--- config.mk ---
export PLATFORM = sky130hd
export DESIGN_NAME = integer_literal_parser
export DESIGN_NICKNAME = d
export VERILOG_FILES = /design/src/hdl/ilp_pkg.sv /design/src/hdl/ilp_in_stage.sv /design/src/hdl/ilp_core.sv /design/src/hdl/ilp_out_stage.sv /design/src/hdl/integer_literal_parser.sv
export SDC_FILE = /design/constraint.sdc
export NUM_CORES = 1
export LEC_CHECK = 0
export ABC_AREA = 1
export ABC_CLOCK_PERIOD_IN_PS = 8200
export BUFFER_PORTS_ARGS = -buffer_cell sky130_fd_sc_hd__buf_2
export CORE_ASPECT_RATIO = 1.25
export CORE_MARGIN = 8
export CORE_UTILIZATION = 64
export CTS_CLUSTER_SIZE = 16
export DETAILED_ROUTE_END_ITERATION = 6
export PLACE_DENSITY = 0.8
export RECOVER_POWER = 25
export SLEW_MARGIN = 20
export SYNTH_ARGS = -nofsm -noshare
export SYNTH_HDL_FRONTEND = slang
export SYNTH_HIERARCHICAL = 1
export SYNTH_SLANG_ARGS = --single-unit
--- constraint.sdc ---
create_clock -name clk_i -period 8.2 [get_ports clk_i]
set_clock_uncertainty 0.2 [all_clocks]
set_input_delay 0.82 -clock clk_i [delete_from_list [all_inputs] [get_ports clk_i]]
set_output_delay 0.82 -clock clk_i [all_outputs]
set_load 0.02 [all_outputs]
--- src/hdl/ilp_pkg.sv ---
// ----------------------------------------------------------------------------
// ilp_pkg: shared types and helpers for the integer literal parser
// Character codes, phase encoding, digit decode and the result record.
// ----------------------------------------------------------------------------
package ilp_pkg;

  // Width of the accumulated magnitude
  localparam int unsigned ValueBits = 32;
  // Width of the number output field
  localparam int unsigned NumBits   = 32;

  // Character codes
  localparam logic [7:0] ChMinus = 8'h2D;
  localparam logic [7:0] ChZero  = 8'h30;
  localparam logic [7:0] ChNine  = 8'h39;
  localparam logic [7:0] ChLowA  = 8'h61;
  localparam logic [7:0] ChLowF  = 8'h66;
  localparam logic [7:0] ChUpA   = 8'h41;
  localparam logic [7:0] ChUpF   = 8'h46;
  localparam logic [7:0] ChLowX  = 8'h78;
  localparam logic [7:0] ChLowB  = 8'h62;

  // Literal phase, one-hot
  typedef enum logic [7:0] {
    PhIdle      = 8'b0000_0001,
    PhAfterSign = 8'b0000_0010,
    PhZero      = 8'b0000_0100,
    PhPfxX      = 8'b0000_1000,
    PhPfxB      = 8'b0001_0000,
    PhDec       = 8'b0010_0000,
    PhHex       = 8'b0100_0000,
    PhBin       = 8'b1000_0000
  } phase_e;

  // Radix of the digit being accumulated
  typedef enum logic [1:0] {
    BaseDec = 2'd0,
    BaseHex = 2'd1,
    BaseBin = 2'd2
  } base_e;

  // Decoded character as a hex digit
  typedef struct packed {
    logic       valid;
    logic [3:0] value;
  } digit_t;

  // One parse result
  typedef struct packed {
    logic               parsed_ok;
    logic [NumBits-1:0] number;
    logic [7:0]         consumed;
    logic               overflowed;
  } result_t;

  // Map a character to a hex digit value, any case
  function automatic digit_t decode_digit(logic [7:0] c);
    digit_t d;
    d.valid = 1'b0;
    d.value = 4'd0;
    if (c >= ChZero && c <= ChNine) begin
      d.valid = 1'b1;
      d.value = 4'(c - ChZero);
    end else if (c >= ChLowA && c <= ChLowF) begin
      d.valid = 1'b1;
      d.value = 4'(c - ChLowA + 8'd10);
    end else if (c >= ChUpA && c <= ChUpF) begin
      d.valid = 1'b1;
      d.value = 4'(c - ChUpA + 8'd10);
    end
    return d;
  endfunction

endpackage

--- src/hdl/ilp_in_stage.sv ---
// ----------------------------------------------------------------------------
// ilp_in_stage: input register
// Holds one accepted character transaction until the core takes it.
// ----------------------------------------------------------------------------
module ilp_in_stage import ilp_pkg::*; (
  input  logic       clk_i,
  input  logic       rst_ni,
  input  logic       valid_i,
  output logic       ready_o,
  input  logic [7:0] char_i,
  input  logic       start_i,
  input  logic       allow_neg_i,
  input  logic       take_i,       // core consumes the held character
  output logic       valid_o,
  output logic [7:0] char_o,
  output logic       start_o,
  output logic       allow_neg_o
);

  logic       vld_q, vld_d;
  logic [7:0] char_q;
  logic       start_q;
  logic       allow_neg_q;
  logic       load;

  assign ready_o = !vld_q || take_i;
  assign load    = valid_i && ready_o;
  assign vld_d   = load || (vld_q && !take_i);

  always_ff @(posedge clk_i or negedge rst_ni) begin
    if (!rst_ni) begin
      vld_q <= 1'b0;
    end else begin
      vld_q <= vld_d;
    end
  end

  // Payload, no reset
  always_ff @(posedge clk_i) begin
    if (load) begin
      char_q      <= char_i;
      start_q     <= start_i;
      allow_neg_q <= allow_neg_i;
    end
  end

  assign valid_o     = vld_q;
  assign char_o      = char_q;
  assign start_o     = start_q;
  assign allow_neg_o = allow_neg_q;

endmodule

--- src/hdl/ilp_core.sv ---
// ----------------------------------------------------------------------------
// ilp_core: literal state machine and accumulator
// Steps the parse state by one character per cycle while step_i is high and forms the result.
// ----------------------------------------------------------------------------
module ilp_core import ilp_pkg::*; (
  input  logic       clk_i,
  input  logic       rst_ni,
  input  logic       step_i,       // one character processed this cycle
  input  logic [7:0] char_i,
  input  logic       start_i,
  input  logic       allow_neg_i,
  output logic       emit_o,
  output result_t    result_o
);

  localparam int unsigned AccBits = ValueBits + 4;

  phase_e               phase_q, phase_d;
  logic                 neg_q, neg_d;
  logic [ValueBits-1:0] mag_q, mag_d;
  logic [7:0]           cnt_q, cnt_d;
  logic                 wrap_q, wrap_d;
  logic                 neg_ok_q, neg_ok_d;
  logic                 emit;
  result_t              result;

  always_comb begin
    phase_e               cur_phase;
    logic                 cur_neg;
    logic [ValueBits-1:0] cur_mag;
    logic [7:0]           cur_cnt;
    logic                 cur_wrap;
    logic                 take_sign;
    base_e                base;
    digit_t               dig;
    logic                 dig_ok;
    logic [AccBits-1:0]   acc;
    logic [AccBits-1:0]   mag_ext;
    logic [8:0]           cnt_inc1;
    logic [8:0]           cnt_inc2;
    logic [7:0]           cnt_sat1;
    logic [7:0]           cnt_sat2;
    logic [ValueBits-1:0] val;
    logic                 ok;

    // Start discards any literal in flight
    cur_phase = phase_q;
    cur_neg   = neg_q;
    cur_mag   = mag_q;
    cur_cnt   = cnt_q;
    cur_wrap  = wrap_q;
    neg_ok_d  = neg_ok_q;
    take_sign = 1'b0;
    if (start_i) begin
      cur_phase = PhAfterSign;
      cur_neg   = 1'b0;
      cur_mag   = '0;
      cur_cnt   = 8'd0;
      cur_wrap  = 1'b0;
      neg_ok_d  = allow_neg_i;
      take_sign = allow_neg_i && (char_i == ChMinus);
    end

    // Radix for this character
    unique case (cur_phase)
      PhPfxX, PhHex: base = BaseHex;
      PhPfxB, PhBin: base = BaseBin;
      default:       base = BaseDec;
    endcase

    dig = decode_digit(char_i);
    unique case (base)
      BaseHex: dig_ok = dig.valid;
      BaseBin: dig_ok = dig.valid && (dig.value < 4'd2);
      default: dig_ok = dig.valid && (dig.value < 4'd10);
    endcase

    // magnitude * base + digit, with headroom to spot the wrap
    mag_ext = AccBits'(cur_mag);
    unique case (base)
      BaseHex: acc = (mag_ext << 4) + AccBits'(dig.value);
      BaseBin: acc = (mag_ext << 1) + AccBits'(dig.value);
      default: acc = (mag_ext << 3) + (mag_ext << 1) + AccBits'(dig.value);
    endcase

    // Saturating consumed count
    cnt_inc1 = {1'b0, cur_cnt} + 9'd1;
    cnt_inc2 = {1'b0, cur_cnt} + 9'd2;
    cnt_sat1 = cnt_inc1[8] ? 8'hFF : cnt_inc1[7:0];
    cnt_sat2 = cnt_inc2[8] ? 8'hFF : cnt_inc2[7:0];

    phase_d = cur_phase;
    neg_d   = cur_neg;
    mag_d   = cur_mag;
    cnt_d   = cur_cnt;
    wrap_d  = cur_wrap;
    emit    = 1'b0;
    ok      = 1'b0;

    if (take_sign) begin
      neg_d = 1'b1;
      cnt_d = cnt_sat1;
    end else begin
      unique case (cur_phase)
        PhAfterSign: begin
          if (char_i == ChZero) begin
            cnt_d   = cnt_sat1;
            phase_d = PhZero;
          end else if (dig_ok) begin
            mag_d   = acc[ValueBits-1:0];
            wrap_d  = cur_wrap || (acc[AccBits-1:ValueBits] != '0);
            cnt_d   = cnt_sat1;
            phase_d = PhDec;
          end else begin
            emit = 1'b1;
          end
        end
        PhZero: begin
          if (char_i == ChLowX) begin
            phase_d = PhPfxX;
          end else if (char_i == ChLowB) begin
            phase_d = PhPfxB;
          end else if (dig_ok) begin
            mag_d   = acc[ValueBits-1:0];
            wrap_d  = cur_wrap || (acc[AccBits-1:ValueBits] != '0);
            cnt_d   = cnt_sat1;
            phase_d = PhDec;
          end else begin
            emit = 1'b1;
            ok   = 1'b1;
          end
        end
        PhPfxX, PhPfxB: begin
          // prefix letter only counts once a digit follows
          if (dig_ok) begin
            mag_d   = acc[ValueBits-1:0];
            wrap_d  = cur_wrap || (acc[AccBits-1:ValueBits] != '0);
            cnt_d   = cnt_sat2;
            phase_d = (cur_phase == PhPfxX) ? PhHex : PhBin;
          end else begin
            emit = 1'b1;
            ok   = 1'b1;
          end
        end
        PhDec, PhHex, PhBin: begin
          if (dig_ok) begin
            mag_d  = acc[ValueBits-1:0];
            wrap_d = cur_wrap || (acc[AccBits-1:ValueBits] != '0);
            cnt_d  = cnt_sat1;
          end else begin
            emit = 1'b1;
            ok   = 1'b1;
          end
        end
        default: begin
          // idle: characters without start are dropped
        end
      endcase
    end

    if (emit) begin
      phase_d = PhIdle;
    end

    // Result record
    val = cur_neg ? (ValueBits'(0) - cur_mag) : cur_mag;
    if (ok) begin
      result.parsed_ok  = 1'b1;
      result.number     = NumBits'($signed(val));
      result.consumed   = cur_cnt;
      result.overflowed = cur_wrap;
    end else begin
      result = '0;
    end
  end

  always_ff @(posedge clk_i or negedge rst_ni) begin
    if (!rst_ni) begin
      phase_q  <= PhIdle;
      neg_q    <= 1'b0;
      mag_q    <= '0;
      cnt_q    <= 8'd0;
      wrap_q   <= 1'b0;
      neg_ok_q <= 1'b0;
    end else if (step_i) begin
      phase_q  <= phase_d;
      neg_q    <= neg_d;
      mag_q    <= mag_d;
      cnt_q    <= cnt_d;
      wrap_q   <= wrap_d;
      neg_ok_q <= neg_ok_d;
    end
  end

  assign emit_o   = step_i && emit;
  assign result_o = result;

endmodule

--- src/hdl/ilp_out_stage.sv ---
// ----------------------------------------------------------------------------
// ilp_out_stage: result register
// Holds one result transaction until the downstream side takes it.
// ----------------------------------------------------------------------------
module ilp_out_stage import ilp_pkg::*; (
  input  logic    clk_i,
  input  logic    rst_ni,
  input  logic    load_i,       // new result this cycle
  input  result_t result_i,
  output logic    free_o,       // register can take a result now
  output logic    valid_o,
  input  logic    ready_i,
  output result_t result_o
);

  logic    vld_q, vld_d;
  result_t res_q;

  assign free_o = !vld_q || ready_i;
  assign vld_d  = free_o ? load_i : vld_q;

  always_ff @(posedge clk_i or negedge rst_ni) begin
    if (!rst_ni) begin
      vld_q <= 1'b0;
    end else begin
      vld_q <= vld_d;
    end
  end

  always_ff @(posedge clk_i) begin
    if (load_i && free_o) begin
      res_q <= result_i;
    end
  end

  assign valid_o  = vld_q;
  assign result_o = res_q;

endmodule

--- src/hdl/integer_literal_parser.sv ---
// ----------------------------------------------------------------------------
// integer_literal_parser: streaming decimal / hex / binary literal parser
// Parses an optionally signed integer literal one character per transaction.
// ----------------------------------------------------------------------------
//  channel   dir  tdata                          tuser
//  s_axis    in   [7:0] char_code                [0] start_req [1] allow_negative
//  m_axis    out  [31:0] number [39:32] consumed [0] parsed_ok [1] overflowed
//
//  One character per cycle while the result register has room. A result is
//  registered: the character that ends the literal passes the input register,
//  then the parse logic into the result register.
//  Reset clears the parse state to idle and empties both registers.
//  A stalled result register holds the character in the input register;
//  s_axis_tready stays high while that register can drain.
// ----------------------------------------------------------------------------
module integer_literal_parser import ilp_pkg::*; (
  input  logic        clk_i,
  input  logic        rst_ni,
  input  logic        s_axis_tvalid,
  output logic        s_axis_tready,
  input  logic [7:0]  s_axis_tdata,   // [7:0] char_code
  input  logic [1:0]  s_axis_tuser,   // [0] start_req, [1] allow_negative
  output logic        m_axis_tvalid,
  input  logic        m_axis_tready,
  output logic [39:0] m_axis_tdata,   // [31:0] number, [39:32] consumed
  output logic [1:0]  m_axis_tuser    // [0] parsed_ok, [1] overflowed
);

  logic       in_vld;
  logic [7:0] in_char;
  logic       in_start;
  logic       in_allow_neg;
  logic       out_free;
  logic       step;
  logic       emit;
  result_t    core_res;
  result_t    out_res;

  // Parse a held character whenever the result register has room
  assign step = in_vld && out_free;

  ilp_in_stage u_in (
    .clk_i       (clk_i),
    .rst_ni      (rst_ni),
    .valid_i     (s_axis_tvalid),
    .ready_o     (s_axis_tready),
    .char_i      (s_axis_tdata),
    .start_i     (s_axis_tuser[0]),
    .allow_neg_i (s_axis_tuser[1]),
    .take_i      (step),
    .valid_o     (in_vld),
    .char_o      (in_char),
    .start_o     (in_start),
    .allow_neg_o (in_allow_neg)
  );

  ilp_core u_core (
    .clk_i       (clk_i),
    .rst_ni      (rst_ni),
    .step_i      (step),
    .char_i      (in_char),
    .start_i     (in_start),
    .allow_neg_i (in_allow_neg),
    .emit_o      (emit),
    .result_o    (core_res)
  );

  ilp_out_stage u_out (
    .clk_i    (clk_i),
    .rst_ni   (rst_ni),
    .load_i   (emit),
    .result_i (core_res),
    .free_o   (out_free),
    .valid_o  (m_axis_tvalid),
    .ready_i  (m_axis_tready),
    .result_o (out_res)
  );

  assign m_axis_tdata = {out_res.consumed, out_res.number};
  assign m_axis_tuser = {out_res.overflowed, out_res.parsed_ok};

endmodule

==> results of run 1 <==
-- critical path, delay by kind of cell, from the launching register on --
family | cells | cell delay (ns)
buffers and inverters | 5 | 1.39
adder cells (fa/ha/maj) | 1 | 0.72
AO/OA/AOI/OAI | 1 | 0.42
AND/OR/NAND/NOR | 10 | 1.43
flip-flops | 1 | 0.61
-- metrics by stage --
stage	setup WS, ns	total power (W)	instance area [um2]
detailed placement	3.16	0.00134	11100
global placement	3.33	0.00133	11100
finish	3.05	0.00176	11300
CTS	3.15	0.00175	11300
global route	2.76	0.00183	11300
floorplan	3.25	0.00115	10600
-- cells in the final DEF, fill, tap and decap left out, types with 5 or more instances in the layout --
master	instances
a211oi_1	9
a21oi_1	80
a311oi_1	6
buf_2	56
buf_4	8
clkbuf_16	9
dfrtp_1	51
edfxtp_1	52
ha_1	75
inv_1	202
inv_2	11
nand2_1	526
nand2_2	14
nand2_4	5
nand3_1	138
nand3_2	6
nand3b_1	6
nand4_1	20
nor2_1	187
nor2_2	21
nor3_1	30
nor4_1	5
o211ai_1	14
o21ai_0	78
o21ai_1	39
o21bai_1	6
o22ai_1	6
or2_2	14
-- sequential cells by signal (all words and copies together), names as in the netlist --
register	cells
u_in/allow_neg_o	1
u_in/start_o	1
u_core/mag_q	32
u_in/valid_o	1
u_core/cnt_q	8
u_out/result_o	42
u_core/neg_q	1
u_in/char_o	8
u_core/phase_q	8
u_core/wrap_q	1
u_out/valid_o	1
-- logic make-up after synthesis --
logic type | count (synthesis) | synth area share
xor+xnor | 7 | 0.00576
fa+ha+maj | 77 | 0.0919
buf+inv | 256 | 0.0965
compound gates | 256 | 0.135
simple gates | 983 | 0.402
flops | 104 | 0.269
-- layer usage --
metal	GRT usage	vias to the layer above
met5	0	-
met4	0.179	2
met3	0.0527	130
met2	0.565	709
met1	0.381	5328
li1	-	5618
-- layout make-up --
type | instances | area, um2 | share of cell area
clock inverters | 6 | 43.8 | 0.00386
flip-flops and latches | 104 | 2860 | 0.253
clock buffers | 10 | 229 | 0.0202
multi-input cells | 1323 | 6770 | 0.597
well taps | 216 | 270 | 0.0238
repair buffers | 66 | 348 | 0.0307
inverters | 217 | 817 | 0.0721
-- power by group through the flow --
stage	clock network [W]	registers, W	logic [W]
floorplan	0	0.000767	0.000381
global placement	0	0.000705	0.000629
detailed placement	0	0.000705	0.000637
CTS	0.000415	0.000695	0.000639
global route	0.000429	0.000704	0.000696
finish	0.000410	0.000696	0.000650
-- worst max-delay path by stage --
stage / cells past startpoint / from / end / slack, ns
6_report: 17 / u_in/start_o / u_out/result_o[9] / 3.05
5_1_grt: 17 / u_in/start_o / u_out/result_o[33] / 2.76
4_1_cts: 17 / u_in/start_o / u_out/result_o[33] / 3.15
3_5_place_dp: 17 / u_in/start_o / u_out/result_o[3] / 3.16
3_3_place_gp: 17 / u_in/start_o / u_out/result_o[40] / 3.33
2_1_floorplan: 17 / u_in/start_o / u_out/result_o[0] / 3.25
==> metrics.yaml, run 1 <==
status: "finished with violations"
violations: "design-rule violations, max-capacitance violations, max-slew violations"
row_count: 52
wirelength_mm: 35.1
synth_top_cell_area_share: 0.185
die_area_um2: 21000
finalMaxSlewViolations: 53
tns_ns: 0
htree_levels: 3
num-nets-final: 1812
yosys.area.top_type: "nand2_1"
hold_depth: 2
cts_tree: "built"
fmax_mhz: 194
die_y_um: 160
arrival_ns: 4.95
cts_inserted_buffers: 9
wl_met1_mm: 13.1
crit_path_cell_trace: "buf_4 -> nor2_2 -> nand2_1 -> inv_1 -> nand3_1 -> nor2_1 -> nor2_1 -> ha_1 -> inv_1 -> nand2_1 -> nand3_2 -> nand2_4 -> nand3_1 -> nor2_1 -> inv_1 -> a21oi_4 -> buf_4"
n_fill_cell: 1484
worstReg2RegStart: "u_in/start_o"
grt_pass1_vias: 11264
switchingPower_w: 0.000747
clkTransAtPathRegs_ns: 0.07
highest_layer: "met5"
rrSetupSlack_ns: 3.05
power.internal_w: 0.00101
dp_hpwl_mm: 26.4
grtUsageTotal: 0.328
areaGrowthSynthToFinish_pct: 6.50
max_slew_margin: -1.15
fin_cells: 1942
slowest_delay_ns: 0.72
fin_crit_sh: 0.628
ys.warnings.count: 6
synthArstFlopShare: 0.500
place_inst: 1926
slowest_stage: "ha_1"
period_needed_ns: 5.15
antenna_found_initial: 1
worst_setup_path_end_kind: "register"
overflow: 0
synth_common_cells: "nand2_1 (526), inv_1 (203), nor2_1 (187), nand3_1 (138), a21oi_1 (81)"
wl_per_cell_um: 18.1
required_ns: 8.00
avgSynthCellArea_um2: 6.33
hold_end: "u_core/cnt_q[0]"
synth-edff-count: 52
pin_count: 58
p_seq_frac: 0.397
leakage_nw: 5.54
p_sw_frac: 0.426
ir_drop_mv: 0.297
cp_max_fo: 30
die_w_um: 131
routed-via-count: 11787
clockBufferDepth: 2
initial_core_util: 0.655
dr.pass1.iters: 7
synthTopCellsByArea: "nand2_1 (19%), edfxtp_1 (15%), dfrtp_1 (12%)"
ant_nets: 0
final_layout_size_suffix_gt1_frac: 0.0944
hold_slack_ns: 0.281
powerDensity_nw_per_um2: 155
post_cts_buffers: 0
min_path_type: "register to register"
hold_violations: 0
gp_congestion: 0.998
cap_violations: 1
synth.net_count: 1774
synthCells: 1683
post-route-drc-count: 5
drtIter0Drc: 1267
met3RoutedLength_mm: 3.32
cts-hold-fix-buffers: 0
clock_power_share: 0.234
cp-start-kind: "register"
synth.distinct_cells: 56
routed-wl-met2_mm: 16.9
clock_latency_ns: 0.35
rsz0062_at_grt: "false"
syn_area_um2: 10600
synth-seq-cells: 104
cts_resized: 0
combPwrFrac: 0.370
critPathKind: "register to register"
grt_max_degree: 71
synth_most_common_cell: "nand2_1"
numPortBuffers: 57
min_from: "u_core/cnt_q[0]"
cts-root-buf: "clkbuf_16"
core-area_um2: 16300
utilization: 0.697
grt_pass1_wl_mm: 56.6
ys_seq_area_frac: 0.269
reg2reg_depth: 17
n_antenna_cell: 0
worst_slew_pin_slew_ns: 3.23
finalSetupViolations: 0
vias_per_cell: 6.07
r2r_end: "u_out/result_o[9]"
ys.flop_type: "edfxtp_1"
cts.sinks: 104
Note: power is estimated with default switching activity, not from simulation.
==> run 2, diff against run 1 <==
- ABC_CLOCK_PERIOD_IN_PS: 8200 -> 5400
- CORE_UTILIZATION: 64 -> 63
- PLACE_DENSITY: 0.8 -> 0.79
- clock period: 8.2 -> 5.4 ns (I/O delays scaled with it)
==> metrics.yaml, run 2 (synthesized netlist as in run 1, its figures left out) <==
num-nets-final: 1819
overflow: 0
finalSetupViolations: 0
post_cts_buffers: 0
leakage_nw: 5.60
dr.pass1.iters: 7
hold_depth: 1
layout.cells.most_common_list: "nand2_1 (526), inv_1 (203), nor2_1 (187)"
reg2reg_depth: 25
critPathKind: "register to register"
rsz0062_at_grt: "false"
n_fill_cell: 1590
antenna_found_initial: 0
initial_core_util: 0.637
final_layout_size_suffix_gt1_frac: 0.0987
dp_hpwl_mm: 27.4
gp_congestion: 0.994
core-area_um2: 16700
ir_drop_mv: 0.435
vias_per_cell: 6.14
cts-hold-fix-buffers: 0
clockBufferDepth: 2
die_y_um: 161
cp-start-kind: "register"
dp_slack_ns: 0.934
hold_violations: 0
rrSetupSlack_ns: 0.76
cp_max_fo: 7
die_area_um2: 21300
powerDensity_nw_per_um2: 236
post-route-drc-count: 0
cts-root-buf: "clkbuf_16"
tns_ns: 0
cap_violations: 1
pin_count: 58
row_count: 53
ant_nets: 0
worst_slew_pin_slew_ns: 3.19
cts.sinks: 104
grtUsageTotal: 0.333
wirelength_mm: 35.9
cts_tree: "built"
fin_crit_sh: 0.858
required_ns: 5.44
largest_reg_flops: 42
worstReg2RegStart: "u_in/char_o[0]"
max_slew_margin: -1.13
violations: "max-capacitance violations, max-slew violations"
min_path_type: "primary input to register"
clock_latency_ns: 0.36
r2r_end: "u_core/mag_q[31]"
drtIter0Drc: 1449
hold_end: "u_in/char_o[5]"
layout_commonest_cell: "nand2_1"
clkTransAtPathRegs_ns: 0.08
period_needed_ns: 4.64
arrival_ns: 4.67
finalMaxSlewViolations: 53
grt_max_degree: 69
n_antenna_cell: 0
numPortBuffers: 57
min_from: "s_axis_tdata[5]"
cts_inserted_buffers: 9
grt_pass1_wl_mm: 57.3
status: "finished with violations"
htree_levels: 3
wl_per_cell_um: 18.4
fmax_mhz: 216
die_w_um: 132
cts_resized: 0
areaGrowthSynthToFinish_pct: 7.23
routed-via-count: 11991
grt_pass1_vias: 11221
final.setup.worst_slack_ns: 0.765
worst_setup_path_end_kind: "register"
-- run 2: cell types whose count changed in the layout (fill, tap and decap cells not counted) --
cell        previous run  this run
buf_4                  8        15
clkinvlp_4             3         0
buf_2                 56        57
clkbuf_1               3         2
clkinv_1               4         3
clkinv_4               1         2
clkinv_8               0         1
inv_1                202       203
inv_2                 11        10
inv_6                  1         2
inv_8                  0         1
-- run 2: worst max-delay path by stage --
stage,startpoint,endpoint,slack [ns]
after global routing,u_in/char_o[0],u_core/mag_q[14],0.43
after floorplan,u_in/start_o,u_out/result_o[0],0.45
after CTS,u_in/char_o[0],u_core/mag_q[31],0.91
final,u_in/char_o[0],u_core/mag_q[31],0.76
after global placement,u_in/char_o[0],u_core/mag_q[23],0.98
after detailed placement,u_in/char_o[0],u_core/mag_q[31],0.93
-- run 2: worst max-delay path, stage by stage (launching register included) --
cell and delay (ns):
edfxtp_1 0.45, inv_1 0.13, ha_1 0.22, o21ai_0 0.16, nand2_1 0.10, nand2_2 0.14, nand2_1 0.22, nand3_1 0.20
inv_1 0.11, ha_1 0.34, ha_1 0.41, nand2_1 0.10, inv_1 0.07, nand3_1 0.08, nand2_1 0.11, a21boi_0 0.13
o21ai_0 0.59, nand3_1 0.24, nand2_1 0.11, nand2_1 0.05, nand3_1 0.06, nand3_1 0.07, nand2_1 0.07, nand2_1 0.05
nand2_1 0.05, nand2_1 0.06
-- run 2: layout make-up --
cell class / count / area, um2 / share of cell area
Multi-Input combinational cell: 1323 / 6770 / 0.593
Sequential cell: 104 / 2860 / 0.251
Inverter: 217 / 817 / 0.0716
Timing Repair Buffer: 73 / 402 / 0.0352
Tap cell: 220 / 275 / 0.0241
Clock buffer: 10 / 229 / 0.0201
Clock inverter: 6 / 62.6 / 0.00548
-- run 2: through the flow --
stage          std cells  utilization  hold WS (ns)  cell area [um2]  total power, W
3_5_place_dp        1937        0.666         0.262            11100         0.00204
3_3_place_gp        1937        0.666         0.263            11100         0.00203
2_1_floorplan       1683            -        0.0444            10600         0.00174
4_1_cts             1953        0.683         0.147            11400         0.00270
6_report            1953        0.683         0.155            11400         0.00270
5_1_grt             1953        0.683         0.146            11400         0.00281
-- run 2: power by group --
part | leakage, nW | total (W) | switching [W] | internal, W
Sequential | 1.21 | 0.00105 | 0.0000594 | 0.000993
Combinational | 4.25 | 0.000994 | 0.000761 | 0.000234
Clock | 0.142 | 0.000648 | 0.000323 | 0.000326
-- run 2: routing by layer --
metal  up-vias  GRT usage  wire [um]
met4         0      0.217       2420
met2       743      0.562      17000
met5         -          0          0
li1       5622          -          -
met3       167     0.0435       3260
met1      5459      0.392      13300
